## config.mk

```make
export PLATFORM = sky130hd
export DESIGN_NAME = interval_reservation_table_flat
export DESIGN_NICKNAME = d
export VERILOG_FILES = /design/src/sv/irt_pkg.sv /design/src/sv/irt_if.sv /design/src/sv/interval_reservation_table.sv /design/src/sv/irt_ctrl.sv /design/src/sv/irt_dp.sv /design/src/flat_wrapper.sv
export VERILOG_INCLUDE_DIRS = /design/src /design/src/sv
export SDC_FILE = /design/constraint.sdc
export NUM_CORES = 2
export LEC_CHECK = 0
export BUFFER_PORTS_ARGS = -buffer_cell sky130_fd_sc_hd__buf_2
export CAP_MARGIN = 20
export CORE_ASPECT_RATIO = 1.5
export CORE_MARGIN = 1.5
export CORE_UTILIZATION = 30
export CTS_CLUSTER_DIAMETER = 80
export CTS_CLUSTER_SIZE = 24
export DETAILED_ROUTE_END_ITERATION = 8
export PLACE_DENSITY = 0.53
export SYNTH_ARGS = -nofsm -noshare
export SYNTH_HDL_FRONTEND = slang
export SYNTH_SLANG_ARGS = --single-unit
```

## constraint.sdc

```tcl
create_clock -name clk -period 9.5 [get_ports clk]
set_input_delay 1.425 -clock clk [delete_from_list [all_inputs] [get_ports clk]]
set_output_delay 1.425 -clock clk [all_outputs]
set_load 0.05 [all_outputs]
```

## src/sv/interval_reservation_table_macros.svh

```systemverilog
// Assertion macros used by the interval reservation table datapath.
// Depends on nothing; define NO_ASSERTIONS to compile them away.
`ifndef INTERVAL_RESERVATION_TABLE_MACROS_SVH
`define INTERVAL_RESERVATION_TABLE_MACROS_SVH

`ifndef NO_ASSERTIONS

`define IRT_ASSERT_SAME(label, clk, rst_n, ante, cons) \
  label: assert property (@(posedge clk) disable iff (!rst_n) (ante) |-> (cons)) \
    else $error("irt assertion failed");

`define IRT_ASSERT_NEXT(label, clk, rst_n, ante, cons) \
  label: assert property (@(posedge clk) disable iff (!rst_n) (ante) |=> (cons)) \
    else $error("irt assertion failed");

`else

`define IRT_ASSERT_SAME(label, clk, rst_n, ante, cons)

`define IRT_ASSERT_NEXT(label, clk, rst_n, ante, cons)

`endif

`endif

```

## src/sv/irt_pkg.sv

```systemverilog
// Types, constants and codes of the interval reservation table.
// No dependencies.
package irt_pkg;

  localparam int TABLE_ENTRIES = 64;
  localparam int TIME_W        = 32;
  localparam int OUT_CNT_W     = 7;
  localparam int IDX_W         = (TABLE_ENTRIES > 1) ? $clog2(TABLE_ENTRIES) : 1;
  localparam int CNT_W         = $clog2(TABLE_ENTRIES + 1);

  typedef logic [TIME_W-1:0]    time_t;
  typedef logic [IDX_W-1:0]     idx_t;
  typedef logic [CNT_W-1:0]     cnt_t;
  typedef logic [OUT_CNT_W-1:0] out_cnt_t;

  typedef enum logic [1:0] {
    STAT_BOOKED  = 2'd0,
    STAT_OVERLAP = 2'd1,
    STAT_FULL    = 2'd2,
    STAT_EMPTY   = 2'd3
  } status_t;

  typedef enum logic [1:0] {
    ST_IDLE,
    ST_SCAN,
    ST_FINISH
  } ctl_state_t;

  typedef struct packed {
    logic    load;
    logic    scan;
    logic    write;
    logic    respond;
    status_t status;
  } dp_cmd_t;

  typedef struct packed {
    logic empty;
    logic scan_done;
    logic rd_pending;
    logic hit;
    logic full;
    logic out_free;
  } dp_stat_t;

endpackage

```

## src/sv/irt_if.sv

```systemverilog
// Valid/ready channel interfaces for requests and results.
// Depends on irt_pkg.
interface irt_req_if;
  import irt_pkg::*;
  logic  valid;
  logic  ready;
  time_t start_time;
  time_t end_time;

  modport source (output valid, output start_time, output end_time, input ready);
  modport sink (input valid, input start_time, input end_time, output ready);
endinterface

interface irt_resp_if;
  import irt_pkg::*;
  logic     valid;
  logic     ready;
  status_t  status;
  out_cnt_t entries_used;

  modport source (output valid, output status, output entries_used, input ready);
  modport sink (input valid, input status, input entries_used, output ready);
endinterface

```

## src/sv/interval_reservation_table.sv

```systemverilog
// Interval reservation table: books half-open intervals that overlap no stored one.
// A request is accepted only when the block is idle. It then reads the stored
// intervals one per cycle through the single read port of the slot memories,
// stopping early when an overlap is found or the interval is empty. The result
// waits in an output register, so the next request is accepted while it is held.
// Status: 0 booked, 1 overlap, 2 table full, 3 empty interval.
module interval_reservation_table
  import irt_pkg::*;
(
  input  logic        clk,
  input  logic        rst_n,
  irt_req_if.sink     in_item,
  irt_resp_if.source  out_item
);

  dp_cmd_t  cmd;
  dp_stat_t stat;
  logic     in_ready;

  assign in_item.ready = in_ready;

  irt_ctrl u_ctrl (
    .clk      (clk),
    .rst_n    (rst_n),
    .in_valid (in_item.valid),
    .in_ready (in_ready),
    .stat     (stat),
    .cmd      (cmd)
  );

  irt_dp u_dp (
    .clk              (clk),
    .rst_n            (rst_n),
    .cmd              (cmd),
    .stat             (stat),
    .in_start_time    (in_item.start_time),
    .in_end_time      (in_item.end_time),
    .out_valid        (out_item.valid),
    .out_ready        (out_item.ready),
    .out_status       (out_item.status),
    .out_entries_used (out_item.entries_used)
  );

endmodule

```

## src/sv/irt_ctrl.sv

```systemverilog
// Sequencer of the interval reservation table: accept, scan, finish.
// Depends on irt_pkg; drives the datapath through dp_cmd_t.
module irt_ctrl
  import irt_pkg::*;
(
  input  logic     clk,
  input  logic     rst_n,
  input  logic     in_valid,
  output logic     in_ready,
  input  dp_stat_t stat,
  output dp_cmd_t  cmd
);

  ctl_state_t state_r, state_nxt;

  always_ff @(posedge clk) begin
    if (!rst_n) begin
      state_r <= ST_IDLE;
    end else begin
      state_r <= state_nxt;
    end
  end

  always_comb begin
    state_nxt   = state_r;
    in_ready    = 1'b0;
    cmd.load    = 1'b0;
    cmd.scan    = 1'b0;
    cmd.write   = 1'b0;
    cmd.respond = 1'b0;
    cmd.status  = STAT_BOOKED;
    unique case (state_r)
      ST_IDLE: begin
        in_ready = 1'b1;
        if (in_valid) begin
          cmd.load  = 1'b1;
          state_nxt = ST_SCAN;
        end
      end
      ST_SCAN: begin
        if (stat.empty || stat.hit) begin
          state_nxt = ST_FINISH;
        end else if (!stat.scan_done) begin
          cmd.scan = 1'b1;
        end else if (!stat.rd_pending) begin
          state_nxt = ST_FINISH;
        end
      end
      ST_FINISH: begin
        if (stat.empty) begin
          cmd.status = STAT_EMPTY;
        end else if (stat.hit) begin
          cmd.status = STAT_OVERLAP;
        end else if (stat.full) begin
          cmd.status = STAT_FULL;
        end else begin
          cmd.status = STAT_BOOKED;
        end
        if (stat.out_free) begin
          cmd.respond = 1'b1;
          cmd.write   = (cmd.status == STAT_BOOKED);
          state_nxt   = ST_IDLE;
        end
      end
      default: begin
        state_nxt = ST_IDLE;
      end
    endcase
  end

endmodule

```

## src/sv/irt_dp.sv

```systemverilog
// Datapath of the interval reservation table: slot memories, scan compare,
// entry count and result register. Depends on irt_pkg and the macro header.
`include "interval_reservation_table_macros.svh"

module irt_dp
  import irt_pkg::*;
(
  input  logic     clk,
  input  logic     rst_n,
  input  dp_cmd_t  cmd,
  output dp_stat_t stat,
  input  time_t    in_start_time,
  input  time_t    in_end_time,
  output logic     out_valid,
  input  logic     out_ready,
  output status_t  out_status,
  output out_cnt_t out_entries_used
);

  time_t   slot_start [TABLE_ENTRIES];
  time_t   slot_end   [TABLE_ENTRIES];

  time_t   req_start_r, req_end_r;
  time_t   rd_start_r, rd_end_r;
  logic    rd_vld_r;
  logic    hit_r;
  cnt_t    idx_r;
  cnt_t    count_r;
  logic    out_valid_r;
  status_t out_status_r;
  out_cnt_t out_count_r;
  logic    overlap;

  assign overlap = (req_start_r < rd_end_r) && (rd_start_r < req_end_r);

  always_ff @(posedge clk) begin
    if (cmd.write) begin
      slot_start[count_r[IDX_W-1:0]] <= req_start_r;
      slot_end[count_r[IDX_W-1:0]]   <= req_end_r;
    end
    rd_start_r <= slot_start[idx_r[IDX_W-1:0]];
    rd_end_r   <= slot_end[idx_r[IDX_W-1:0]];
  end

  always_ff @(posedge clk) begin
    if (cmd.load) begin
      req_start_r <= in_start_time;
      req_end_r   <= in_end_time;
    end
    if (cmd.respond) begin
      out_status_r <= cmd.status;
      out_count_r  <= cmd.write ? OUT_CNT_W'(count_r + cnt_t'(1)) : OUT_CNT_W'(count_r);
    end
  end

  always_ff @(posedge clk) begin
    if (!rst_n) begin
      rd_vld_r    <= 1'b0;
      hit_r       <= 1'b0;
      idx_r       <= '0;
      count_r     <= '0;
      out_valid_r <= 1'b0;
    end else begin
      rd_vld_r <= cmd.scan;
      if (cmd.load) begin
        hit_r <= 1'b0;
        idx_r <= '0;
      end else begin
        if (rd_vld_r && overlap) begin
          hit_r <= 1'b1;
        end
        if (cmd.scan) begin
          idx_r <= idx_r + cnt_t'(1);
        end
      end
      if (cmd.write) begin
        count_r <= count_r + cnt_t'(1);
      end
      if (cmd.respond) begin
        out_valid_r <= 1'b1;
      end else if (out_ready) begin
        out_valid_r <= 1'b0;
      end
    end
  end

  assign stat.empty      = (req_end_r <= req_start_r);
  assign stat.scan_done  = (idx_r == count_r);
  assign stat.rd_pending = rd_vld_r;
  assign stat.hit        = hit_r;
  assign stat.full       = (count_r == cnt_t'(TABLE_ENTRIES));
  assign stat.out_free   = !out_valid_r || out_ready;

  assign out_valid        = out_valid_r;
  assign out_status       = out_status_r;
  assign out_entries_used = out_count_r;

  `IRT_ASSERT_SAME(a_count_bound, clk, rst_n, 1'b1, count_r <= cnt_t'(TABLE_ENTRIES))
  `IRT_ASSERT_SAME(a_write_not_full, clk, rst_n, cmd.write, !stat.full && !hit_r)
  `IRT_ASSERT_SAME(a_no_result_overwrite, clk, rst_n, cmd.respond, stat.out_free)
  `IRT_ASSERT_NEXT(a_count_step, clk, rst_n, cmd.write, count_r == $past(count_r) + cnt_t'(1))

endmodule
```

## src/flat_wrapper.sv

```systemverilog
// flat-port wrapper written by rule: the top's interface ports become plain ports
module interval_reservation_table_flat import irt_pkg::*;
  (clk, rst_n, in_item_valid, in_item_start_time, in_item_end_time, in_item_ready, out_item_valid, out_item_status, out_item_entries_used, out_item_ready);
  irt_req_if in_item_i ();
  irt_resp_if out_item_i ();
  input  logic clk;
  input  logic rst_n;
  input wire logic [$bits(in_item_i.valid)-1:0] in_item_valid;
  input wire logic [$bits(in_item_i.start_time)-1:0] in_item_start_time;
  input wire logic [$bits(in_item_i.end_time)-1:0] in_item_end_time;
  output wire logic [$bits(in_item_i.ready)-1:0] in_item_ready;
  output wire logic [$bits(out_item_i.valid)-1:0] out_item_valid;
  output wire logic [$bits(out_item_i.status)-1:0] out_item_status;
  output wire logic [$bits(out_item_i.entries_used)-1:0] out_item_entries_used;
  input wire logic [$bits(out_item_i.ready)-1:0] out_item_ready;
  assign in_item_i.valid = in_item_valid;
  assign in_item_i.start_time = in_item_start_time;
  assign in_item_i.end_time = in_item_end_time;
  assign in_item_ready = in_item_i.ready;
  assign out_item_valid = out_item_i.valid;
  assign out_item_status = out_item_i.status;
  assign out_item_entries_used = out_item_i.entries_used;
  assign out_item_i.ready = out_item_ready;
  interval_reservation_table u_core (.clk(clk), .rst_n(rst_n), .in_item(in_item_i), .out_item(out_item_i));
endmodule
```

==> results <==
- The run finished with clean final reports.
- The global placer's final weighted congestion is 0.8618.
- The count of input and output buffers is 78.
- The data arrival time at the worst-slack endpoint is 7.22 ns.
- The largest area contributor in the netlist is edfxtp_1.
- Setup violations remaining at the end of the flow were counted as 0.
- The maximum level of the CTS H-tree is 4.
- The number of instances in the synthesized netlist is 6,444.
- The smallest setup slack after layout is 2.879 ns.
- The final count of hold timing violations is 0.
- In this run the worst setup path begins at u_core.u_dp.req_start_r[9].
- At the end of the flow, the number of nets in the layout was 6,862.
- Measured against its own limit, the worst slew margin works out to 26.90%.
- Yosys attributes the largest share of cell area to edfxtp_1 77%, mux4_2 19%, dfxtp_1 1.0%.
- The post-synthesis area per instance is 25.14 µm².
- Walking the worst path, the cells encountered are buf_4 -> inv_1 -> ha_1 -> nand4_1 -> nor3_1 -> a21bo_2 -> a311oi_1 -> o2111ai_1 -> nand2b_4 -> buf_4 -> nor3_2 -> buf_4 -> buf_4.
- The sequential cell area fraction in the yosys report is 78.31%.
- The worst hold path class is reg -> reg.
- The initial antenna violation count is 44.
- At the pin with the least slew margin, the transition time is about 1.1 ns.
- The clock passes through at most 4 buffers.
- The number of storage elements in the synthesis netlist is 4,252.
- Cells with a size suffix above 1 make up 29.58% of the layout.
- The clock latency on the worst-skew pair is 0.99 ns.
- The peak supply drop is roughly 0.14 mV.
- Measured in cells, the most critical reg-to-reg path has a length of 13.
- Static timing analysis puts the maximum clock frequency at 0.1510 GHz.
- Entering global routing, the biggest net connects roughly 110 pins.
- The static power due to leakage is a little over 50 nW.
- The final critical path time including I/O delays and setup is roughly 6.6 ns.
- The required arrival time at the worst endpoint is 10.10 ns.
- Counting flops with a built-in enable in the synthesized netlist gives 4,169.
- The first-pass iteration count of the detailed router is 5.
- The master of the slowest instance on the critical path is a311oi_1.
- STA classifies the critical path startpoint as a register.
- The max-slew violation total from the final report was 0.
- Leaving out fill and tap cells, the most frequent cell in the layout is edfxtp_1.
- The clock-pin slew reported for the worst setup and hold paths after clock tree synthesis is 0.10 ns.
- In this run, CTS created clock tree buffers numbering 204.
- The detailed router placed approximately 70,000 vias in this run.
- Counting every net in the synthesized netlist gives 6,609.
- The DRC marker count from the first detailed-route iteration is 8,052.
- Summed over all layers, the routed wires come to 480,900 µm.
- The top cell type by area accounts for around 77% of the synthesized area.
- The top fanout value on the critical path is 66.
- The cell that appears most often on the critical path is buf_4.
- In this run, post-CTS repair resized a total of 0 instances.
- The critical register-to-register path endpoint is u_core.u_dp.slot_end[18][20].
- In the global route stage, overall resource usage came out at between 10% and 20%.
- The post-route fraction of the period consumed by the critical path is 69.69%.
- The tool flagged a number of max-cap violations equal to 0.
- The remaining antenna violation count is 0.
- The full die area is 544,500 µm².
- The sum of buffers and inverters on the critical path is 5.
- The starting density of the core is 30.11%.
- In this design, the largest share of critical-path delay is due to buffers and inverters.
- The total overflow left after global routing is 0.
- Buffers inserted to repair hold after CTS numbered 0.
- In this run the count of I/O pins placed on the die edge is between 70 and 80.
- The number of global-route vias before repair came to roughly 75,000.
- The launching point of the worst reg2reg path is u_core.u_dp.req_start_r[9].
- Setup repair after global routing left no endpoint under its margin.
- Yosys printed 0 warnings.
- After detailed routing, the average wire length per cell comes to 34.00 µm.
- Counting flops with an async set or reset pin after synthesis yields a share of 0%.
- The core region area is 538,000 µm².
- The path type of the worst setup path is reg -> reg.
- The final HPWL from detailed placement is between 200,000 and 300,000 µm.
- For flop-to-flop paths, the worst setup slack is 2.88 ns.
- The first global-routing pass estimated 651,600 µm of wire.
- In the layout the commonest cells are 4,169 x edfxtp_1, 1,344 x mux4_2, 238 x buf_4.
- STA classifies the critical path endpoint as a register.
- The dominant synthesized flop cell is edfxtp_1.
- Clock tree synthesis found a total of 4,252 sinks.
- The die width is around 600 µm.
- The growth of design area from synthesis to finish is 10.77%.
- Synthesis instantiated 54 different standard cells from the library.
- On the final layout, the worst clock skew is approximately 0.090 ns.
- The cell area that synthesis handed to floorplanning was 162,000 µm².
- TritonCTS built the clock tree.
- The vertical extent of the die is 903.0 µm.
- The number of cells on the critical path is 13.
- In this run the post-CTS setup repair buffer count came out at 0.
- In this run the core area contains 330 standard-cell rows.
- The via-per-instance ratio is 5.095.
- The worst slack at placement is 2.852 ns.
- For this design the ratio of total power to cell area is 174.4 nW/µm².
- The root buffer cell chosen for the clock tree is clkbuf_16.
- Measured on the finished design, the core utilization comes to 33.35%.
- For this run, design rule violations remaining after detail routing come to 0.
- In this run the worst setup path terminates at u_core.u_dp.slot_end[18][20].
- The layout filler cell count is 49,730.
- The delay of the slowest critical-path stage is 0.92 ns.
==> worst register-to-register path, stage by stage (launching register included) <==
cell       delay [ns]
edfxtp_1         0.33
buf_4            0.52
inv_1            0.21
ha_1             0.36
nand4_1          0.23
nor3_1           0.44
a21bo_2          0.30
a311oi_1         0.92
o2111ai_1        0.34
nand2b_4         0.44
buf_4            0.46
nor3_2           0.39
buf_4            0.65
buf_4            0.65
==> logic make-up (layout without fill, tap and decap cells) <==
family,count (synthesis),in the layout,synth area share (%)
mux,1350,1350,18.72
flops,4252,4252,78.31
compound gates,103,103,0.4094
fa+ha+maj,97,97,0.7492
buf+inv,423,804,1.054
xor+xnor,11,11,0.05947
simple gates,208,208,0.6936
other cells,0,179,0
==> metrics by stage <==
stage          hold WS [ns]  total power [mW]  cells  instance area, µm²  TNS (ns)
6_report             0.5430             31.30  14142              179400         0
5_1_grt              0.5792             32.10  14128              179400         0
4_1_cts              0.5493             31.54  13962              179000         0
3_5_place_dp         0.5239             21.81  13628              173300         0
3_3_place_gp         0.4908             21.79  13628              173300         0
2_1_floorplan        0.4913             21.39   6444              162000   -290.51
==> layer usage <==
layer / up-vias / part of all wire [%] / wire (µm) / GRT usage, %
met3: 665 / 4.2 / 20070 / 1.642
met4: 10 / 5.9 / 28380 / 9.316
li1: 28490 / - / - / -
met5: - / 0.015 / 73 / 0
met1: 40578 / 35 / 170300 / 19.44
met2: 2313 / 55 / 262100 / 32.53
==> worst min path at each step <==
stage,cells past startpoint,from,slack [ns],to
floorplan,2,u_core.u_dp.count_r[6],0.49,u_core.u_dp.count_r[6]
global placement,0,u_core.u_dp.req_start_r[31],0.49,u_core.u_dp.slot_start[47][31]
detailed placement,0,u_core.u_dp.req_start_r[31],0.52,u_core.u_dp.slot_start[47][31]
CTS,0,u_core.u_dp.req_start_r[31],0.55,u_core.u_dp.slot_start[47][31]
global route,0,u_core.u_dp.req_start_r[31],0.58,u_core.u_dp.slot_start[47][31]
finish,2,u_core.u_dp.out_valid,0.54,u_core.u_dp.out_valid
==> cell type report <==
type                    count  area, µm²  share of cell area [%]
flip-flops and latches   4252     126900                   70.71
multi-input cells        1769      33840                   18.86
well taps                7138       8931                   4.977
clock buffers             322       5569                   3.104
repair buffers            370       3258                   1.816
diodes                    179      447.9                  0.2496
inverters                 100      375.4                  0.2092
clock inverters            12      133.9                 0.07461
==> power by group <==
| part | switching, mW | internal [mW] |
|---|---|---|
| clock network | 5.85 | 4.08 |
| registers | 0.0211 | 20.7 |
| logic | 0.589 | 0.111 |
| total | 6.46 | 24.8 |
==> synthesized netlist by cell type, drive strengths merged (4+ instances only) <==
cell / count
edfxtp: 4169
ha: 97
a21boi: 4
clkbuf: 203
nor3: 47
o21ai: 23
xnor2: 6
inv: 100
nor2: 33
xor2: 5
nand3: 11
mux4: 1344
a21o: 8
nand2: 33
nor4: 18
buf: 120
a21oi: 36
nand4: 21
or3: 6
a211oi: 4
nor2b: 10
mux2i: 5
nand2b: 9
dfxtp: 83
o21a: 5
==> registers in the layout, summed over array words and instances, names as in the netlist, 2 cells and up <==
register / count
u_core.u_dp.rd_start_r: 32
u_core.u_dp.out_entries_used: 7
u_core.u_dp.slot_start: 2048
u_core.u_ctrl.state_r: 2
u_core.u_dp.out_status: 2
u_core.u_dp.slot_end: 2048
u_core.u_dp.rd_end_r: 32
u_core.u_dp.idx_r: 7
u_core.u_dp.req_end_r: 32
u_core.u_dp.count_r: 7
u_core.u_dp.req_start_r: 32
Note: power is estimated with default switching activity, not from simulation.
